<file path="config.mk">
export PLATFORM = sky130hd
export DESIGN_NAME = least_loaded_job_dispatcher_core
export DESIGN_NICKNAME = d
export VERILOG_FILES = /design/src/design/ljd_pkg.sv /design/src/design/least_loaded_job_dispatcher_core.sv /design/src/design/ljd_front.sv /design/src/design/ljd_back.sv
export SDC_FILE = /design/constraint.sdc
export NUM_CORES = 2
export LEC_CHECK = 0
export BUFFER_PORTS_ARGS = -buffer_cell sky130_fd_sc_hd__buf_2
export CORE_UTILIZATION = 51
export DETAILED_ROUTE_END_ITERATION = 6
export PLACE_DENSITY = 0.8
export SYNTH_ARGS = -nofsm -noshare
export SYNTH_HDL_FRONTEND = slang
export SYNTH_HIERARCHICAL = 1
export SYNTH_SLANG_ARGS = --single-unit
</file>
<file path="constraint.sdc">
create_clock -name clk -period 4.9 [get_ports clk]
set_input_delay 1.225 -clock clk [delete_from_list [all_inputs] [get_ports clk]]
set_output_delay 1.225 -clock clk [all_outputs]
set_load 0.005 [all_outputs]
</file>
<file path="src/design/ljd_pkg.sv">
// Shared types and constants of the least-loaded job dispatcher.
`default_nettype none
package ljd_pkg;

    localparam int TAG_W     = 16;
    localparam int HANDLER_W = 8;
    localparam int SEL_W     = 2;
    localparam int ID_W      = 2;
    localparam int LEVEL_W   = 5;
    localparam int CFG_W     = 3;
    localparam int IN_DATA_W = 32;
    localparam int OUT_DATA_W = 32;

    localparam logic CMD_SUBMIT = 1'b0;
    localparam logic CMD_POP    = 1'b1;

    typedef enum logic [1:0] {
        ST_OK        = 2'd0,
        ST_NO_WORKER = 2'd1,
        ST_FULL      = 2'd2,
        ST_EMPTY     = 2'd3
    } status_t;

    typedef enum logic [1:0] {
        K_SUBMIT    = 2'd0,
        K_POP       = 2'd1,
        K_NO_WORKER = 2'd2,
        K_POP_NONE  = 2'd3
    } kind_t;

    typedef struct packed {
        kind_t                  kind;
        logic [TAG_W-1:0]       tag;
        logic [HANDLER_W-1:0]   handler;
        logic [SEL_W-1:0]       sel;
        logic [CFG_W-1:0]       nact;
    } fe_item_t;

endpackage
`default_nettype wire

</file>
<file path="src/design/least_loaded_job_dispatcher_core.sv">
// Top level of the least-loaded job dispatcher.
//
// Jobs arrive on the s_ stream; s_tuser is the command (0 submit, 1 pop).
// A submit goes to the lowest-numbered active worker with an empty queue,
// else to the first active worker with the smallest count; a pop returns
// the oldest job of worker_sel. Every transaction gives one result on m_.
// cfg_we/cfg_wdata write active_workers (reset 4); the user must write it
// only while idle, the block itself does not enforce this. The back end
// handles a transaction in state BK_SEL, which scans the worker counts and
// issues the store read, then in BK_FIN, which writes the store and loads
// the result register; it takes no new transaction before BK_FIN is done.
// A two-entry queue separates front and back; while m_tready is low the
// result register holds and the back end waits, the front queue keeps
// taking up to two transactions. Reset empties all queues and counters;
// the job store itself is not cleared, no entry is read before written.
`default_nettype none
module least_loaded_job_dispatcher_core #(
    parameter int NUM_WORKERS = 4,
    parameter int QUEUE_DEPTH = 16,
    parameter int TAG_BITS    = 16
) (
    input  wire logic                            clk,
    input  wire logic                            rst_n,
    input  wire logic                            cfg_we,
    input  wire logic [ljd_pkg::CFG_W-1:0]       cfg_wdata,   // active_workers
    input  wire logic                            s_tvalid,
    output logic                                 s_tready,
    input  wire logic [ljd_pkg::IN_DATA_W-1:0]   s_tdata,     // job_tag, handler_index, worker_sel
    input  wire logic                            s_tuser,     // command
    output logic                                 m_tvalid,
    input  wire logic                            m_tready,
    output logic [ljd_pkg::OUT_DATA_W-1:0]       m_tdata,     // worker_id, found_idle, out_tag,
                                                              // out_handler, queue_level
    output logic [1:0]                           m_tuser      // status
);
    import ljd_pkg::*;

    logic [CFG_W-1:0] active_workers_reg;
    logic             q_valid;
    logic             q_ready;
    fe_item_t         q_item;

    always_ff @(posedge clk or negedge rst_n)
    begin
        if (!rst_n)
            active_workers_reg <= CFG_W'(4);
        else if (cfg_we)
            active_workers_reg <= cfg_wdata;
    end

    ljd_front #(
        .NUM_WORKERS (NUM_WORKERS),
        .TAG_BITS    (TAG_BITS)
    ) u_front (
        .clk            (clk),
        .rst_n          (rst_n),
        .active_workers (active_workers_reg),
        .s_tvalid       (s_tvalid),
        .s_tready       (s_tready),
        .s_tdata        (s_tdata),
        .s_tuser        (s_tuser),
        .q_valid        (q_valid),
        .q_item         (q_item),
        .q_ready        (q_ready)
    );

    ljd_back #(
        .NUM_WORKERS (NUM_WORKERS),
        .QUEUE_DEPTH (QUEUE_DEPTH),
        .TAG_BITS    (TAG_BITS)
    ) u_back (
        .clk      (clk),
        .rst_n    (rst_n),
        .q_valid  (q_valid),
        .q_item   (q_item),
        .q_ready  (q_ready),
        .m_tvalid (m_tvalid),
        .m_tready (m_tready),
        .m_tdata  (m_tdata),
        .m_tuser  (m_tuser)
    );

endmodule
`default_nettype wire

</file>
<file path="src/design/ljd_front.sv">
// Front end: accepts transactions, classifies them and buffers them in a two-entry queue.
`default_nettype none
module ljd_front #(
    parameter int NUM_WORKERS = 4,
    parameter int TAG_BITS    = 16
) (
    input  wire logic                           clk,
    input  wire logic                           rst_n,
    input  wire logic [ljd_pkg::CFG_W-1:0]      active_workers,
    input  wire logic                           s_tvalid,
    output logic                                s_tready,
    input  wire logic [ljd_pkg::IN_DATA_W-1:0]  s_tdata,
    input  wire logic                           s_tuser,
    output logic                                q_valid,
    output ljd_pkg::fe_item_t                   q_item,
    input  wire logic                           q_ready
);
    import ljd_pkg::*;

    localparam logic [TAG_W-1:0] TAG_MASK =
        (TAG_BITS >= TAG_W) ? {TAG_W{1'b1}} : TAG_W'((64'd1 << TAG_BITS) - 64'd1);

    fe_item_t   in_item;
    fe_item_t   buf_reg [2];
    logic       wp_reg, wp_next;
    logic       rp_reg, rp_next;
    logic [1:0] fill_reg, fill_next;
    logic       push, pop;

    always_comb
    begin
        in_item.tag     = s_tdata[TAG_W-1:0] & TAG_MASK;
        in_item.handler = s_tdata[TAG_W+HANDLER_W-1:TAG_W];
        in_item.sel     = s_tdata[TAG_W+HANDLER_W+SEL_W-1:TAG_W+HANDLER_W];
        if (int'(active_workers) > NUM_WORKERS)
            in_item.nact = CFG_W'(NUM_WORKERS);
        else
            in_item.nact = active_workers;
        if (s_tuser == CMD_SUBMIT)
            in_item.kind = (in_item.nact == '0) ? K_NO_WORKER : K_SUBMIT;
        else
            in_item.kind = (int'(in_item.sel) >= NUM_WORKERS) ? K_POP_NONE : K_POP;
    end

    assign s_tready = (fill_reg != 2'd2);
    assign q_valid  = (fill_reg != 2'd0);
    assign q_item   = buf_reg[rp_reg];
    assign push     = s_tvalid && s_tready;
    assign pop      = q_valid && q_ready;

    always_comb
    begin
        wp_next   = push ? ~wp_reg : wp_reg;
        rp_next   = pop ? ~rp_reg : rp_reg;
        fill_next = fill_reg + {1'b0, push} - {1'b0, pop};
    end

    always_ff @(posedge clk or negedge rst_n)
    begin
        if (!rst_n)
        begin
            wp_reg   <= 1'b0;
            rp_reg   <= 1'b0;
            fill_reg <= 2'd0;
        end
        else
        begin
            wp_reg   <= wp_next;
            rp_reg   <= rp_next;
            fill_reg <= fill_next;
        end
    end

    always_ff @(posedge clk)
    begin
        if (push)
            buf_reg[wp_reg] <= in_item;
    end

endmodule
`default_nettype wire

</file>
<file path="src/design/ljd_back.sv">
// Back end: worker selection, per-worker FIFO store and result register.
`default_nettype none
module ljd_back #(
    parameter int NUM_WORKERS = 4,
    parameter int QUEUE_DEPTH = 16,
    parameter int TAG_BITS    = 16
) (
    input  wire logic                            clk,
    input  wire logic                            rst_n,
    input  wire logic                            q_valid,
    input  ljd_pkg::fe_item_t                    q_item,
    output logic                                 q_ready,
    output logic                                 m_tvalid,
    input  wire logic                            m_tready,
    output logic [ljd_pkg::OUT_DATA_W-1:0]       m_tdata,
    output logic [1:0]                           m_tuser
);
    import ljd_pkg::*;

    localparam int WID_W       = (NUM_WORKERS > 1) ? $clog2(NUM_WORKERS) : 1;
    localparam int SLOT_W      = $clog2(QUEUE_DEPTH);
    localparam int CNT_W       = $clog2(QUEUE_DEPTH + 1);
    localparam int STORE_DEPTH = NUM_WORKERS * QUEUE_DEPTH;
    localparam int ADDR_W      = (STORE_DEPTH > 1) ? $clog2(STORE_DEPTH) : 1;
    localparam int STAG_W      = (TAG_BITS < TAG_W) ? TAG_BITS : TAG_W;
    localparam int ENTRY_W     = STAG_W + HANDLER_W;
    localparam int SCAN_N      = (NUM_WORKERS < 7) ? NUM_WORKERS : 7;

    typedef enum logic [1:0] {
        BK_SEL = 2'b01,
        BK_FIN = 2'b10
    } bk_state_t;

    bk_state_t state_reg, state_next;

    logic [SLOT_W-1:0] head_reg [NUM_WORKERS];
    logic [SLOT_W-1:0] tail_reg [NUM_WORKERS];
    logic [CNT_W-1:0]  cnt_reg  [NUM_WORKERS];

    logic [ENTRY_W-1:0] job_store [STORE_DEPTH];
    logic [ENTRY_W-1:0] rd_data_reg;

    // selection stage results
    kind_t              kind_reg;
    status_t            status_reg;
    logic [WID_W-1:0]   w_reg;
    logic [ID_W-1:0]    id_reg;
    logic               idle_reg;
    logic [CNT_W-1:0]   csel_reg;
    logic [TAG_W-1:0]   tag_reg;
    logic [HANDLER_W-1:0] handler_reg;

    // result register
    logic               out_valid_reg, out_valid_next;
    status_t            out_status_reg;
    logic [ID_W-1:0]    out_id_reg;
    logic               out_idle_reg;
    logic [TAG_W-1:0]   out_tag_reg;
    logic [HANDLER_W-1:0] out_handler_reg;
    logic [LEVEL_W-1:0] out_level_reg;

    logic               sel_go, fin_go;
    logic [WID_W-1:0]   pop_w;
    logic [WID_W-1:0]   scan_w;
    logic [CNT_W-1:0]   scan_min;
    logic               scan_idle;
    logic               scan_done;
    kind_t              sel_kind;
    status_t            sel_status;
    logic [WID_W-1:0]   sel_w;
    logic [ID_W-1:0]    sel_id;
    logic               sel_idle;
    logic [CNT_W-1:0]   sel_cnt;
    logic               rd_en;
    logic [ADDR_W-1:0]  rd_addr;
    logic               wr_en;
    logic [ADDR_W-1:0]  wr_addr;
    logic               pop_ok;
    logic [CNT_W-1:0]   level;
    logic [TAG_W-1:0]   fin_tag;
    logic [HANDLER_W-1:0] fin_handler;

    function automatic logic [ADDR_W-1:0] store_addr(input logic [WID_W-1:0] w,
                                                      input logic [SLOT_W-1:0] slot);
        store_addr = ADDR_W'(w) * ADDR_W'(QUEUE_DEPTH) + ADDR_W'(slot);
    endfunction

    function automatic logic [SLOT_W-1:0] next_slot(input logic [SLOT_W-1:0] slot);
        next_slot = (slot == SLOT_W'(QUEUE_DEPTH - 1)) ? '0 : slot + 1'b1;
    endfunction

    assign q_ready = (state_reg == BK_SEL);
    assign sel_go  = (state_reg == BK_SEL) && q_valid;
    assign fin_go  = (state_reg == BK_FIN) && (!out_valid_reg || m_tready);
    assign pop_w   = WID_W'(q_item.sel);

    // first empty active worker, else first with the smallest count
    always_comb
    begin
        scan_w    = '0;
        scan_min  = cnt_reg[0];
        scan_idle = 1'b0;
        scan_done = 1'b0;
        for (int i = 0; i < SCAN_N; i++)
        begin
            if (!scan_done && (i < int'(q_item.nact)))
            begin
                if (cnt_reg[i] == '0)
                begin
                    scan_w    = WID_W'(i);
                    scan_min  = '0;
                    scan_idle = 1'b1;
                    scan_done = 1'b1;
                end
                else if (cnt_reg[i] < scan_min)
                begin
                    scan_w   = WID_W'(i);
                    scan_min = cnt_reg[i];
                end
            end
        end
    end

    always_comb
    begin
        sel_kind   = q_item.kind;
        sel_w      = '0;
        sel_id     = '0;
        sel_idle   = 1'b0;
        sel_cnt    = '0;
        sel_status = ST_OK;
        unique case (q_item.kind)
            K_SUBMIT:
            begin
                sel_w      = scan_w;
                sel_id     = ID_W'(scan_w);
                sel_idle   = scan_idle;
                sel_cnt    = scan_min;
                sel_status = (int'(scan_min) >= QUEUE_DEPTH) ? ST_FULL : ST_OK;
            end
            K_POP:
            begin
                sel_w      = pop_w;
                sel_id     = q_item.sel;
                sel_cnt    = cnt_reg[pop_w];
                sel_status = (cnt_reg[pop_w] == '0) ? ST_EMPTY : ST_OK;
            end
            K_NO_WORKER:
                sel_status = ST_NO_WORKER;
            K_POP_NONE:
            begin
                sel_id     = q_item.sel;
                sel_status = ST_EMPTY;
            end
            default:
                sel_status = ST_EMPTY;
        endcase
    end

    assign rd_en   = sel_go && (q_item.kind == K_POP) && (cnt_reg[pop_w] != '0);
    assign rd_addr = store_addr(pop_w, head_reg[pop_w]);
    assign wr_en   = fin_go && (kind_reg == K_SUBMIT) && (status_reg == ST_OK);
    assign wr_addr = store_addr(w_reg, tail_reg[w_reg]);
    assign pop_ok  = fin_go && (kind_reg == K_POP) && (status_reg == ST_OK);

    always_comb
    begin
        level       = '0;
        fin_tag     = '0;
        fin_handler = '0;
        if (status_reg == ST_OK && kind_reg == K_SUBMIT)
            level = csel_reg + 1'b1;
        else if (status_reg == ST_OK && kind_reg == K_POP)
        begin
            level       = csel_reg - 1'b1;
            fin_tag     = TAG_W'(rd_data_reg[ENTRY_W-1:HANDLER_W]);
            fin_handler = rd_data_reg[HANDLER_W-1:0];
        end
        else if (status_reg == ST_FULL)
            level = csel_reg;
    end

    always_comb
    begin
        state_next = state_reg;
        unique case (state_reg)
            BK_SEL:  if (sel_go) state_next = BK_FIN;
            BK_FIN:  if (fin_go) state_next = BK_SEL;
            default: state_next = BK_SEL;
        endcase
        out_valid_next = fin_go || (out_valid_reg && !m_tready);
    end

    always_ff @(posedge clk or negedge rst_n)
    begin
        if (!rst_n)
        begin
            state_reg     <= BK_SEL;
            out_valid_reg <= 1'b0;
            for (int i = 0; i < NUM_WORKERS; i++)
            begin
                head_reg[i] <= '0;
                tail_reg[i] <= '0;
                cnt_reg[i]  <= '0;
            end
        end
        else
        begin
            state_reg     <= state_next;
            out_valid_reg <= out_valid_next;
            if (wr_en)
            begin
                tail_reg[w_reg] <= next_slot(tail_reg[w_reg]);
                cnt_reg[w_reg]  <= csel_reg + 1'b1;
            end
            if (pop_ok)
            begin
                head_reg[w_reg] <= next_slot(head_reg[w_reg]);
                cnt_reg[w_reg]  <= csel_reg - 1'b1;
            end
        end
    end

    always_ff @(posedge clk)
    begin
        if (sel_go)
        begin
            kind_reg    <= sel_kind;
            status_reg  <= sel_status;
            w_reg       <= sel_w;
            id_reg      <= sel_id;
            idle_reg    <= sel_idle;
            csel_reg    <= sel_cnt;
            tag_reg     <= q_item.tag;
            handler_reg <= q_item.handler;
        end
        if (fin_go)
        begin
            out_status_reg  <= status_reg;
            out_id_reg      <= id_reg;
            out_idle_reg    <= idle_reg;
            out_tag_reg     <= fin_tag;
            out_handler_reg <= fin_handler;
            out_level_reg   <= LEVEL_W'(level);
        end
    end

    always_ff @(posedge clk)
    begin
        if (wr_en)
            job_store[wr_addr] <= {tag_reg[STAG_W-1:0], handler_reg};
        if (rd_en)
            rd_data_reg <= job_store[rd_addr];
    end

    assign m_tvalid = out_valid_reg;
    assign m_tuser  = out_status_reg;
    assign m_tdata  = {out_level_reg, out_handler_reg, out_tag_reg, out_idle_reg, out_id_reg};

`ifndef SYNTHESIS
    a_fin_returns: assert property (@(posedge clk) disable iff (!rst_n)
        fin_go |=> (state_reg == BK_SEL))
        else $error("back end did not return to selection after finishing");

    a_result_after_fin: assert property (@(posedge clk) disable iff (!rst_n)
        $rose(out_valid_reg) |-> $past(fin_go))
        else $error("result appeared without a finished transaction");

    a_count_update: assert property (@(posedge clk) disable iff (!rst_n)
        (cnt_reg[0] != $past(cnt_reg[0])) |-> $past(fin_go))
        else $error("worker count changed outside the finish step");
`endif

endmodule
`default_nettype wire
</file>
==> key figures <==
Yosys
  – Dominant synthesized flop cell: edfxtp_1
  – Sequential fraction of the synthesis area: 76.0%
  – Synthesized Nets: 4410
  – Post-synthesis cell type count: 73
  – Synth top area share: 73.8%
  – Syn. warnings: 6
  – Number of synthesized register bits: 1756
  – Netlist Area Pre-Place: 68900 µm²
  – Cells after Synth: 4352
  – Top cells by area, synth: edfxtp_1, nand2_1, mux4_2
  – Top-count cell post-synth: edfxtp_1
  – Area leader, netlist: edfxtp_1
  – Ys async rst share: 3.53%
  – Post-Syn Area per Cell: 15.8 µm²
  – Post-synth EDFFs: 1694
  – Synth top cells by count: edfxtp_1, nand2_1, clkbuf_1

Cells and area
  – Max reg flops: 1536
  – Post-route cell area: 78100 µm²
  – Final nets: 4640
  – Finished Layout Cells: 6486
  – Layout cells sized above 1: 18.3%
  – Area grow syn2layout: 13.3%

Pwr
  – Combinational power share: 23.6%
  – Switch Pwr: 12.7 mW
  – Peak supply drop: 0.485 mV
  – Static leakage: 25.7 nW
  – Reg power frac: 47.0%
  – Cell Pwr Density: 532 nW/µm²
  – Switching Fraction: 30.6%
  – Power Internal: 28.9 mW
  – Clk pwr share: 29.4%

Die
  – Die area: 137000 µm²
  – FP Rows: 134
  – Starting Density: 51.5%
  – Core ar.: 134000 µm²
  – Die width: 370 µm
  – I/O pin cnt: 77
  – Die height: 370 µm

Global routing
  – First-pass GRT wire length: 259000 µm
  – Largest net degree at the start of global routing: 119
  – Initial antenna violation count: 6
  – GR Overflow Total: 0
  – Vias in the first global route: 40254
  – GRT Util Overall: 25.8%

Clock network
  – CTS Root Cell: clkbuf_16
  – Clock sinks: 1756
  – Num CTS Buffers: 162
  – Clock Tree Buf Depth: 3
  – H-tree levels: 4
  – Clock Pin Slew Worst Setup and Hold Paths: 0.06 ns
  – Hold buffers post-CTS: 0
  – Clk Latency, worst-skew pair: 0.80 ns
  – CTS tree: built

Place
  – Port Buffers: 70
  – DPL Wire Length: 102000 µm
  – Cell Count Post-Placement: 6179
  – GP Congestion: 0.917
  – DP Area: 72700 µm²

Timing
  – Setup repair after global routing missed its margin: true
  – Worst-margin pin slew: 1.50 ns
  – Final Slew Violations: 26
  – Slew headroom: -0.314%
  – Period utilisation layout: 97.5%
  – Hold Vio Cnt, Final: 0
  – Final setup violation count: 0
  – Clk_skew: 0.0289 ns
  – Maximum clock frequency: 209 MHz
  – Tmin final: 4.78 ns
  – Tightest hold margin: 0.418 ns

Hold path
  – Hold Crit Class: in2async

Detailed routing
  – Iteration count of the initial detailed-routing pass: 6
  – Residual DRC: 0
  – Drt wl/cell: 27.3 µm
  – Vias per inst: 6.30
  – Overall routed net length: 177000 µm
  – Vias after detailed routing: 40868
  – DRT iter0 DRCs: 6222
  – Post-route ant nets: 0

Worst setup path
  – Critical path class: reg2reg
  – CP arrival: 5.40 ns
  – CP max FO: 6
  – Crit start category: flip-flop
  – Required time of the worst setup path: 5.53 ns
  – Worst Setup End Kind: flip-flop

Status
  – Failing checks: capacitance limit, slew limit
  – Status: finished, violations left

Run
  – Maxcap violations: 1
-- per-layer routing --
layer | vias up | share of wire [%] | global-route usage (%)
met5 | - | 0.028 | 0
met4 | 8 | 5.8 | 14.6
met3 | 477 | 12 | 5.72
met2 | 2738 | 46 | 39.9
met1 | 20314 | 35 | 34.0
li1 | 17331 | - | -
-- layout make-up --
type | instances | area, µm²
Timing Repair Buffer | 340 | 2680
Clock inverter | 86 | 708
Fill cell | 9422 | 55700
Clock buffer | 210 | 4420
Tap cell | 1768 | 2210
Sequential cell | 1756 | 52400
Antenna cell | 4 | 10.0
Multi-Input combinational cell | 2309 | 15600
Inverter | 13 | 48.8
-- worst max-delay path: stages, from the launching register on --
cell       delay (ns)
dfrtp_1          0.43
or4_4            0.56
o21ai_4          0.18
a311oi_4         0.06
buf_6            0.17
a211oi_2         0.22
a21oi_2          0.07
ha_2             0.18
a211oi_2         0.24
nor2_2           0.07
or4_1            0.47
o21a_2           0.23
buf_4            0.15
mux2i_2          0.19
ha_1             0.28
buf_4            0.15
a2111oi_4        0.29
o31a_1           0.24
buf_4            0.14
a211oi_2         0.05
a211oi_2         0.25
-- placed cells by master, fill, tap and decap left out, drive strengths merged, types with 68 or more instances in the layout --
cell and instances:
a211oi 128, a21oi 124, clkinv 68, nand2 873
mux4 134, edfxtp 1694, o22ai 76, clkbuf 210
and3 74, nor2 108, nand3 105, and2 104
buf 340, a31oi 149
-- stage by stage --
| stage | total power, mW | TNS [ns] | utilization (%) | setup WS, ns |
|---|---|---|---|---|
| 2_1_floorplan | 25.1 | -0.686 | - | -0.151 |
| 3_3_place_gp | 28.8 | -2.20 | 54.3 | -0.252 |
| 3_5_place_dp | 29.1 | -2.02 | 54.3 | -0.255 |
| 4_1_cts | 41.2 | 0 | 58.2 | 0.0399 |
| 5_1_grt | 42.7 | -0.658 | 58.4 | -0.103 |
| 6_report | 41.6 | 0 | 58.4 | 0.122 |
-- path summary, 6_finish.rpt --
path	start	slack [ns]	endpoint	cells after the start
setup reg to reg	u_back/cnt_reg[16]$_DFF_PN0_	0.12	u_back/w_reg[0]$_SDFFCE_PN0P_	20
hold reg to reg	u_back/idle_reg$_SDFFCE_PN0P_	0.42	u_back/out_idle_reg$_DFFE_PP_	0
max in group asynchronous	rst_n	3.52	u_back/cnt_reg[6]$_DFF_PN0_	2
setup / recovery	u_back/cnt_reg[16]$_DFF_PN0_	0.12	u_back/w_reg[0]$_SDFFCE_PN0P_	20
hold / removal	rst_n	0.42	u_back/cnt_reg[17]$_DFF_PN0_	1
min in group clk	u_back/idle_reg$_SDFFCE_PN0P_	0.42	u_back/out_idle_reg$_DFFE_PP_	0
-- cells by family after synthesis --
| group | Yosys count | synth area share (%) |
|---|---|---|
| fa+ha+maj | 17 | 0.309 |
| mux | 233 | 5.93 |
| xor+xnor | 9 | 0.114 |
| compound gates | 724 | 7.27 |
| flops | 1756 | 76.0 |
| buf+inv | 287 | 2.00 |
| simple gates | 1326 | 8.33 |
-- power groups by stage --
stage,Combinational (mW),Clock [mW],Sequential (mW)
after global routing,10.3,12.9,19.6
after floorplan,4.63,0,20.5
after CTS,9.39,12.3,19.5
final,9.80,12.2,19.5
after global placement,8.97,0,19.8
after detailed placement,9.25,0,19.8
-- what timing repair did --
item	4_1_cts	5_1_grt
setup buffers	2	5
pin swaps	1	7
gates resized for setup	11	28
hold endpoints to repair	0	0
setup endpoints to repair	10	10
(Power assumes the default switching activity.)
